<file path="src/design/pid_pkg.sv">
// ----------------------------------------------------------------------------
// pid_pkg: shared types and constants of the PID step core
// Widths of the datapath, reset values and indexes of the registers and the
// control word that the sequencer hands to the multiply-accumulate unit.
// ----------------------------------------------------------------------------
`default_nettype none

package pid_pkg;

  localparam int PID_DATA_WIDTH = 32;

  localparam int FRAC_W    = 16;  // fraction bits of Q16.16
  localparam int ERR_W     = 33;  // target - measured
  localparam int ERRD_W    = 34;  // error - previous error
  localparam int SUM_W     = 48;  // integral
  localparam int X_W       = 50;  // widest operand of a gain product
  localparam int CHUNK_W   = 25;  // low slice of a split gain operand
  localparam int MUL_A_W   = 34;
  localparam int MUL_B_W   = 33;
  localparam int PROD_W    = MUL_A_W + MUL_B_W;
  localparam int ACC_W     = 82;
  localparam int TERM_W    = 64;

  localparam int CFG_IDX_W  = 3;
  localparam int CFG_DATA_W = 32;

  localparam logic [15:0] STEP_TIME_RST = 16'd655;
  localparam logic [15:0] STEP_RATE_RST = 16'd100;

  // Register map of the configuration channel.
  typedef enum logic [CFG_IDX_W-1:0] {
    REG_GAIN_P    = 3'd0,
    REG_GAIN_I    = 3'd1,
    REG_GAIN_D    = 3'd2,
    REG_STEP_TIME = 3'd3,
    REG_STEP_RATE = 3'd4
  } cfg_reg_t;

  typedef struct packed {
    logic acc_load;  // start a term with the low partial product
    logic acc_add;   // add the high partial product, shifted up
  } mac_ctrl_t;

endpackage

`default_nettype wire

</file>
<file path="src/design/pid_step_core.sv">
// ----------------------------------------------------------------------------
// pid_step_core: fixed-point PID controller, one drive word per sample
// Error, saturating integral and derivative with a shared multiplier.
// ----------------------------------------------------------------------------
// A new input word is taken only in the idle state: the single shared
// multiplier serves one sample at a time, and the sequencer walks it through
// two scaling and six partial gain products.
// Reset (synchronous, rst_n low): gains cleared, step_time 655, step_rate 100,
// integral and previous error cleared, sequencer idle, result valid dropped.
`default_nettype none

module pid_step_core #(
  parameter int DATA_WIDTH = pid_pkg::PID_DATA_WIDTH
) (
  input  wire                                   clk,
  input  wire                                   rst_n,
  // Input words.
  input  wire                                   in_tvalid,
  output logic                                  in_tready,
  input  wire  [63:0]                           in_tdata,   // measured[31:0], target[63:32]
  // Result words.
  output logic                                  out_tvalid,
  input  wire                                   out_tready,
  output logic [31:0]                           out_tdata,  // drive[31:0]
  // Register writes.
  input  wire                                   cfg_valid,
  output logic                                  cfg_ready,
  input  wire  [pid_pkg::CFG_IDX_W-1:0]         cfg_index,
  input  wire  [pid_pkg::CFG_DATA_W-1:0]        cfg_data
);
  import pid_pkg::*;

  typedef enum logic [11:0] {
    S_IDLE     = 12'b0000_0000_0001,
    S_MUL_EDT  = 12'b0000_0000_0010,
    S_MUL_DIFF = 12'b0000_0000_0100,
    S_P_LO     = 12'b0000_0000_1000,
    S_P_HI     = 12'b0000_0001_0000,
    S_I_LO     = 12'b0000_0010_0000,
    S_I_HI     = 12'b0000_0100_0000,
    S_D_LO     = 12'b0000_1000_0000,
    S_D_HI     = 12'b0001_0000_0000,
    S_FIN_ADD  = 12'b0010_0000_0000,
    S_FIN_SUM  = 12'b0100_0000_0000,
    S_DONE     = 12'b1000_0000_0000
  } state_t;

  // Saturation range of the drive in a 64-bit frame.
  localparam logic [63:0]        OUT_MASK = {64{1'b1}} >> (64 - DATA_WIDTH);
  localparam logic signed [63:0] OUT_MAX  = signed'(OUT_MASK >> 1);
  localparam logic signed [63:0] OUT_MIN  = ~OUT_MAX;

  state_t state_r, state_nxt;

  // Configuration registers.
  logic signed [31:0] gain_p_r, gain_i_r, gain_d_r;
  logic [15:0]        step_time_r, step_rate_r;

  // Controller state that lives across samples.
  logic signed [SUM_W-1:0] esum_r;
  logic signed [ERR_W-1:0] last_r;

  // Per-sample working registers.
  logic signed [ERR_W-1:0]  err_r;
  logic signed [ERRD_W-1:0] errd_r;
  logic signed [ERR_W-1:0]  edt_r;
  logic signed [X_W-1:0]    diff_r;
  logic signed [TERM_W-1:0] total_r;

  logic        out_valid_r;
  logic [31:0] out_data_r;

  logic signed [ERR_W-1:0]     err_in;
  logic signed [SUM_W:0]       sum_wide;
  logic signed [SUM_W-1:0]     sum_sat;
  logic signed [X_W-1:0]       x_sel;
  logic signed [MUL_A_W-1:0]   x_lo, x_hi;
  logic signed [MUL_A_W-1:0]   mul_a;
  logic signed [MUL_B_W-1:0]   mul_b;
  mac_ctrl_t                   mac_ctrl;
  logic signed [PROD_W-1:0]    prod;
  logic signed [TERM_W-1:0]    term;
  logic signed [63:0]          drive_sat;
  logic [63:0]                 drive_bits;
  logic                        in_acc, out_load;

  assign in_tready = (state_r == S_IDLE);
  assign in_acc    = in_tvalid && in_tready;
  assign cfg_ready = 1'b1;

  // The result register takes the new word once the previous one is gone,
  // so a slow consumer only holds the sequencer in its last step.
  assign out_load  = (state_r == S_DONE) && (!out_valid_r || out_tready);

  assign err_in = {in_tdata[63], in_tdata[63:32]} - {in_tdata[31], in_tdata[31:0]};

  // Integral update, clamped to the signed 48-bit range.
  assign sum_wide = {esum_r[SUM_W-1], esum_r}
                  + {{(SUM_W + 1 - ERR_W){edt_r[ERR_W-1]}}, edt_r};
  always_comb begin
    if (sum_wide[SUM_W] != sum_wide[SUM_W-1]) begin
      sum_sat = {sum_wide[SUM_W], {(SUM_W - 1){~sum_wide[SUM_W]}}};
    end else begin
      sum_sat = sum_wide[SUM_W-1:0];
    end
  end

  // Operand of the gain products, split into an unsigned low slice and a
  // signed high slice so that each partial product fits the multiplier.
  always_comb begin
    case (state_r)
      S_P_LO, S_P_HI: x_sel = {{(X_W - ERR_W){edt_r[ERR_W-1]}}, edt_r};
      S_I_LO, S_I_HI: x_sel = {{(X_W - SUM_W){esum_r[SUM_W-1]}}, esum_r};
      default:        x_sel = diff_r;
    endcase
  end

  assign x_lo = {{(MUL_A_W - CHUNK_W){1'b0}}, x_sel[CHUNK_W-1:0]};
  assign x_hi = {{(MUL_A_W - (X_W - CHUNK_W)){x_sel[X_W-1]}}, x_sel[X_W-1:CHUNK_W]};

  always_comb begin
    mul_a    = '0;
    mul_b    = '0;
    mac_ctrl = '0;
    case (state_r)
      S_MUL_EDT: begin
        mul_a = {{(MUL_A_W - ERR_W){err_r[ERR_W-1]}}, err_r};
        mul_b = {{(MUL_B_W - 16){1'b0}}, step_time_r};
      end
      S_MUL_DIFF: begin
        mul_a = errd_r;
        mul_b = {{(MUL_B_W - 16){1'b0}}, step_rate_r};
      end
      S_P_LO: begin
        mul_a = x_lo;
        mul_b = {gain_p_r[31], gain_p_r};
      end
      S_P_HI: begin
        mul_a = x_hi;
        mul_b = {gain_p_r[31], gain_p_r};
        mac_ctrl.acc_load = 1'b1;
      end
      S_I_LO: begin
        mul_a = x_lo;
        mul_b = {gain_i_r[31], gain_i_r};
        mac_ctrl.acc_add = 1'b1;
      end
      S_I_HI: begin
        mul_a = x_hi;
        mul_b = {gain_i_r[31], gain_i_r};
        mac_ctrl.acc_load = 1'b1;
      end
      S_D_LO: begin
        mul_a = x_lo;
        mul_b = {gain_d_r[31], gain_d_r};
        mac_ctrl.acc_add = 1'b1;
      end
      S_D_HI: begin
        mul_a = x_hi;
        mul_b = {gain_d_r[31], gain_d_r};
        mac_ctrl.acc_load = 1'b1;
      end
      S_FIN_ADD: begin
        mac_ctrl.acc_add = 1'b1;
      end
      default: begin
        mac_ctrl = '0;
      end
    endcase
  end

  pid_mac u_mac (
    .clk  (clk),
    .a    (mul_a),
    .b    (mul_b),
    .ctrl (mac_ctrl),
    .prod (prod),
    .term (term)
  );

  always_comb begin
    state_nxt = state_r;
    case (state_r)
      S_IDLE:     if (in_acc) state_nxt = S_MUL_EDT;
      S_MUL_EDT:  state_nxt = S_MUL_DIFF;
      S_MUL_DIFF: state_nxt = S_P_LO;
      S_P_LO:     state_nxt = S_P_HI;
      S_P_HI:     state_nxt = S_I_LO;
      S_I_LO:     state_nxt = S_I_HI;
      S_I_HI:     state_nxt = S_D_LO;
      S_D_LO:     state_nxt = S_D_HI;
      S_D_HI:     state_nxt = S_FIN_ADD;
      S_FIN_ADD:  state_nxt = S_FIN_SUM;
      S_FIN_SUM:  state_nxt = S_DONE;
      S_DONE:     if (out_load) state_nxt = S_IDLE;
      default:    state_nxt = S_IDLE;
    endcase
  end

  // Control state, configuration and the controller memory.
  always_ff @(posedge clk) begin
    if (!rst_n) begin
      state_r     <= S_IDLE;
      gain_p_r    <= '0;
      gain_i_r    <= '0;
      gain_d_r    <= '0;
      step_time_r <= STEP_TIME_RST;
      step_rate_r <= STEP_RATE_RST;
      esum_r      <= '0;
      last_r      <= '0;
      out_valid_r <= 1'b0;
    end else begin
      state_r <= state_nxt;
      if (cfg_valid && cfg_ready) begin
        case (cfg_index)
          REG_GAIN_P:    gain_p_r    <= cfg_data[31:0];
          REG_GAIN_I:    gain_i_r    <= cfg_data[31:0];
          REG_GAIN_D:    gain_d_r    <= cfg_data[31:0];
          REG_STEP_TIME: step_time_r <= cfg_data[15:0];
          REG_STEP_RATE: step_rate_r <= cfg_data[15:0];
          default: ;  // Unknown index: the write is dropped.
        endcase
      end
      if (state_r == S_P_LO) begin
        esum_r <= sum_sat;
        last_r <= err_r;
      end
      if (out_load) begin
        out_valid_r <= 1'b1;
      end else if (out_tready) begin
        out_valid_r <= 1'b0;
      end
    end
  end

  // Working registers of the current sample.
  always_ff @(posedge clk) begin
    if (in_acc) begin
      err_r   <= err_in;
      total_r <= '0;
    end
    if (state_r == S_MUL_EDT) begin
      errd_r <= {err_r[ERR_W-1], err_r} - {last_r[ERR_W-1], last_r};
    end
    if (state_r == S_MUL_DIFF) begin
      // err * step_time / 2^16, floored by dropping the fraction.
      edt_r <= prod[ERR_W+FRAC_W-1:FRAC_W];
    end
    if (state_r == S_P_LO) begin
      diff_r <= prod[X_W-1:0];
    end
    if (state_r == S_I_HI || state_r == S_D_HI || state_r == S_FIN_SUM) begin
      total_r <= total_r + term;
    end
    if (out_load) begin
      out_data_r <= drive_bits[31:0];
    end
  end

  always_comb begin
    if (total_r > OUT_MAX) begin
      drive_sat = OUT_MAX;
    end else if (total_r < OUT_MIN) begin
      drive_sat = OUT_MIN;
    end else begin
      drive_sat = total_r;
    end
  end

  assign drive_bits = drive_sat & OUT_MASK;

  assign out_tvalid = out_valid_r;
  assign out_tdata  = out_data_r;

  // An accepted sample always starts the sequence.
  a_start: assert property (@(posedge clk) disable iff (!rst_n)
    in_acc |=> (state_r == S_MUL_EDT))
    else $error("accepted sample did not start the sequence");

  // A finished result waits while the previous word is still held.
  a_hold_done: assert property (@(posedge clk) disable iff (!rst_n)
    (state_r == S_DONE && out_valid_r && !out_tready) |=> (state_r == S_DONE))
    else $error("result register overwritten before it was taken");

  // The previous error only moves in the integral update step.
  a_last_stable: assert property (@(posedge clk) disable iff (!rst_n)
    (state_r != S_P_LO) |=> $stable(last_r))
    else $error("previous error changed outside its update step");

  // A new result word only appears out of the final step.
  a_out_src: assert property (@(posedge clk) disable iff (!rst_n)
    $rose(out_valid_r) |-> ($past(state_r) == S_DONE))
    else $error("result word raised outside the final step");

endmodule

`default_nettype wire

</file>
<file path="src/design/pid_mac.sv">
// ----------------------------------------------------------------------------
// pid_mac: shared multiplier with term accumulator
// Registered signed multiplier, an accumulator that joins the two halves of
// a split gain product, and the floor and clamp of the finished term.
// ----------------------------------------------------------------------------
`default_nettype none

module pid_mac (
  input  wire                                  clk,
  input  wire  logic signed [pid_pkg::MUL_A_W-1:0] a,
  input  wire  logic signed [pid_pkg::MUL_B_W-1:0] b,
  input  wire  pid_pkg::mac_ctrl_t             ctrl,
  output logic signed [pid_pkg::PROD_W-1:0]    prod,
  output logic signed [pid_pkg::TERM_W-1:0]    term
);
  import pid_pkg::*;

  localparam int FLOOR_W = ACC_W - FRAC_W;
  localparam logic signed [FLOOR_W-1:0] TERM_POS = FLOOR_W'(1) << 61;
  localparam logic signed [FLOOR_W-1:0] TERM_NEG = -TERM_POS;

  logic signed [PROD_W-1:0]  prod_r;
  logic signed [ACC_W-1:0]   acc_r;
  logic signed [ACC_W-1:0]   low_ext;
  logic signed [ACC_W-1:0]   high_ext;
  logic signed [FLOOR_W-1:0] floor_v;
  logic signed [FLOOR_W-1:0] clamp_v;

  assign low_ext  = {{(ACC_W - PROD_W){prod_r[PROD_W-1]}}, prod_r};
  assign high_ext = {prod_r[ACC_W-CHUNK_W-1:0], {CHUNK_W{1'b0}}};

  always_ff @(posedge clk) begin
    prod_r <= a * b;
    if (ctrl.acc_load) begin
      acc_r <= low_ext;
    end else if (ctrl.acc_add) begin
      acc_r <= acc_r + high_ext;
    end
  end

  // Dropping the low bits of a two's complement value rounds toward minus
  // infinity, which is the floor the term needs.
  assign floor_v = acc_r[ACC_W-1:FRAC_W];

  always_comb begin
    if (floor_v > TERM_POS) begin
      clamp_v = TERM_POS;
    end else if (floor_v < TERM_NEG) begin
      clamp_v = TERM_NEG;
    end else begin
      clamp_v = floor_v;
    end
  end

  assign prod = prod_r;
  assign term = clamp_v[TERM_W-1:0];

endmodule

`default_nettype wire
</file>
<file path="config.mk">
export PLATFORM = sky130hd
export DESIGN_NAME = pid_step_core
export DESIGN_NICKNAME = d
export VERILOG_FILES = /design/src/design/pid_pkg.sv /design/src/design/pid_step_core.sv /design/src/design/pid_mac.sv
export SDC_FILE = /design/constraint.sdc
export NUM_CORES = 2
export LEC_CHECK = 0
export ABC_AREA = 1
export BUFFER_PORTS_ARGS = -buffer_cell sky130_fd_sc_hd__buf_4
export CAP_MARGIN = 20
export CORE_ASPECT_RATIO = 1.4
export CORE_UTILIZATION = 45
export CTS_CLUSTER_SIZE = 20
export DETAILED_ROUTE_END_ITERATION = 8
export HOLD_SLACK_MARGIN = 0.03
export REMOVE_ABC_BUFFERS = 1
export SYNTH_ARGS = -nofsm -noshare
export SYNTH_HDL_FRONTEND = slang
export SYNTH_SLANG_ARGS = --single-unit
</file>
<file path="constraint.sdc">
create_clock -name clk -period 8.1 [get_ports clk]
set_clock_uncertainty 0.05 [all_clocks]
set_input_delay 0.405 -clock clk [delete_from_list [all_inputs] [get_ports clk]]
set_output_delay 0.405 -clock clk [all_outputs]
set_load 0.01 [all_outputs]
</file>
==> flow_summary.json <==
{
  "reg2reg_depth": 39,
  "p_per_area_mw_per_mm2": 84.7,
  "cts.reportedPaths.clkPinSlew_ns": 0.06,
  "slowest_delay_ns": 0.58,
  "path_class": "flip-flop to flip-flop",
  "yosys_warnings": 0,
  "drive_above_1_share_pct": 17.5,
  "syn_avg_cell_area_sq_um": 7.64,
  "fin_ws_ns": -0.395,
  "reg2reg_from": "state_r[5]",
  "antenna_found_initial": 3,
  "hold_start": "in_tdata[1]",
  "die_y_um": 504,
  "drt-total-wl_mm": 308,
  "ir_drop_v": 0.000124,
  "synth-edff-count": 312,
  "synth_area_leaders": "fa_1 29%, nand2_1 12%, edfxtp_1 12%",
  "wl_met3_mm": 15.3,
  "violations": "setup timing",
  "cts_sinks": 601,
  "hold_viol": 0,
  "grt_max_degree": 89,
  "gp_congestion": 1.03,
  "max_clock_freq_mhz": 118,
  "finalCriticalPeriod_ns": 8.49,
  "num_vias": 73200,
  "yosys.area.top_type": "fa_1",
  "worstHoldPathType": "input pin to flip-flop",
  "critPathArrivalTime_ns": 9.08,
  "first_iter_violations": 5099,
  "netlist_instances": 10600,
  "ff2ff_setup_slack_ns": -0.39,
  "die_w_um": 361,
  "min_path_cells": 3,
  "wl_met1_mm": 113,
  "yosysSeqAreaShare_pct": 18.7,
  "die_area_sq_mm": 0.182,
  "worst_setup_path_start_kind": "flip-flop",
  "min_to": "err_r[1]",
  "dr.pass1.iters": 6,
  "cts_buffer_depth": 3,
  "max_slew_margin_pct": 11.5,
  "wire_per_inst_um": 22.1,
  "instances_no_fill": 13900,
  "grt_pass1_vias": 77700,
  "synth.top_cell.area_share_pct": 29.2,
  "postPlaceCellArea_sq_mm": 0.0906,
  "dp_hpwl_mm": 255,
  "slew_viol_final": 0,
  "ys_ff_latch": 601,
  "boundaryPins": 139,
  "area_growth_pct": 22.8,
  "crit_top_cell": "fa_1",
  "start_util_pct": 45.5,
  "dp_cells": 13600,
  "syn_area_sq_mm": 0.0810,
  "route.met2.wl_mm": 154,
  "grt_usage_pct": 34.0,
  "ys.flop_type": "edfxtp_1",
  "hold_slack_ns": 0.0834,
  "grt_pass1_wl_mm": 465,
  "cap_violations": 0,
  "clock_latency_ns": 0.72,
  "setup_viol": 44,
  "cp_slowest_cell": "fa_1",
  "viasPerCell": 5.25,
  "critical_path_required_ns": 8.68,
  "ant_nets": 0,
  "cts_tree": "yes",
  "core_sq_mm": 0.178,
  "drcViolationCount": 0,
  "status": "finished with violations",
  "layout.nets": 13300,
  "min_period_over_period_pct": 105,
  "place.port_buffers": 137,
  "rows": 183,
  "cts.htree.levels": 3,
  "reg2reg_to": "u_mac.prod[64]",
  "grt_remaining_overflow": 0,
  "p_leak_nw": 51.5,
  "cts_root_buf": "clkbuf_16",
  "synthArstFlopShare_pct": 0,
  "rsz0062_at_grt": "yes",
  "place_ws_ns": -1.23,
  "worst-path-max-fanout": 7,
  "tns_ns": -11.01,
  "numCtsBuffers": 73,
  "synth_cell_types": 58,
  "top_layer": "met4",
  "worst_slew_pin_slew_ns": 1.31,
  "design_area_sq_mm": 0.0996,
  "end_kind": "flip-flop"
}
-- power by group --
group	internal (W)	leakage (nW)	switching, W
Sequential	0.00333	5.33	0.0000995
Combinational	0.000461	44.9	0.000810
Clock	0.00219	1.30	0.00154
Total	0.00599	51.5	0.00245
-- routing by layer --
layer | global-route usage, % | vias up
met2 | 60.4 | 2320
met3 | 4.44 | 844
met5 | 0 | -
met1 | 37.4 | 35900
met4 | 23.8 | 0
li1 | - | 34100
-- sequential cells by signal, indices dropped and copies added (netlist names) --
name / count
diff_r: 50
last_r: 33
gain_p_r: 32
step_time_r: 16
out_tvalid: 1
gain_i_r: 32
total_r: 64
u_mac.prod: 67
u_mac.acc_r: 66
out_tdata: 32
errd_r: 34
edt_r: 33
esum_r: 48
state_r: 12
gain_d_r: 32
err_r: 33
step_rate_r: 16
-- cells in the final DEF (no fill, tap or decap), drive strengths merged, types with 114 or more instances in the layout --
cell type / netlist / final
a21oi: 594 / 594
buf: 219 / 1155
dfxtp: 289 / 289
edfxtp: 312 / 312
fa: 1182 / 1182
ha: 450 / 450
inv: 2464 / 2477
nand2: 2655 / 2655
nand3: 284 / 284
nor2: 828 / 828
o21ai: 485 / 485
xor2: 114 / 114
-- how the worst max path moves through the flow --
stage,start,end,cells past startpoint
6_report,state_r[5],u_mac.prod[64],39
5_1_grt,state_r[10],u_mac.prod[61],42
4_1_cts,state_r[0],u_mac.prod[64],38
3_5_place_dp,state_r[2],u_mac.prod[64],38
3_3_place_gp,state_r[0],u_mac.prod[64],38
2_1_floorplan,state_r[9],u_mac.prod[66],33
-- area by class of cell --
class                   instances  area, sq um
diodes                         10         25.0
clock buffers                  93         2080
clock inverters                41          568
fillers                     16800        78600
inverters                    2472         9330
multi-input cells            7203        58100
flip-flops and latches        601        15200
well taps                    2312         2890
repair buffers               1194        11400
-- what timing repair did --
action	4_1_cts	5_1_grt
hold buffers	34	0
cloned	11	4
endpoints found under the hold margin	130	0
pin swaps	169	227
setup buffers	133	56
setup endpoints to repair	50	54
resized for setup	690	360
-- Yosys cell counts, drive strengths merged (13+ instances only) --
cell type / count
a21boi: 14
a21o: 45
a21oi: 594
a31o: 22
a31oi: 31
buf: 219
clkbuf: 116
dfxtp: 289
edfxtp: 312
fa: 1182
ha: 450
inv: 2464
nand2: 2655
nand3: 284
nand3b: 13
nand4: 101
nor2: 828
nor3: 92
nor4: 38
o211ai: 15
o21a: 25
o21ai: 485
o21bai: 58
o22ai: 34
or2: 19
xnor2: 49
xor2: 114
-- cells by family after synthesis --
logic type	synth area share, %
AOI/OAI and AO/OA	9.32
xor gates and xnor gates	1.76
adders and majority gates	36.1
and+or+nand+nor	20.3
buffers and inverters	13.7
other	0.00463
DFF	18.7
-- worst max-delay path: cells and delay by family, from the launching register on --
kind                     cells  cell delay, ns
adder cells (fa/ha/maj)      9            4.36
buffers and inverters       14            1.41
AND/OR/NAND/NOR              9            1.15
AO/OA/AOI/OAI                6            0.93
flip-flops                   1            0.32
XOR/XNOR                     1            0.15
-- metrics by stage --
stage          power, W  util (%)
5_1_grt         0.00871      55.9
2_1_floorplan   0.00412         -
3_3_place_gp    0.00465      50.9
4_1_cts         0.00846      54.9
3_5_place_dp    0.00466      50.9
6_report        0.00844      55.9
Note: power is estimated with default switching activity, not from simulation.
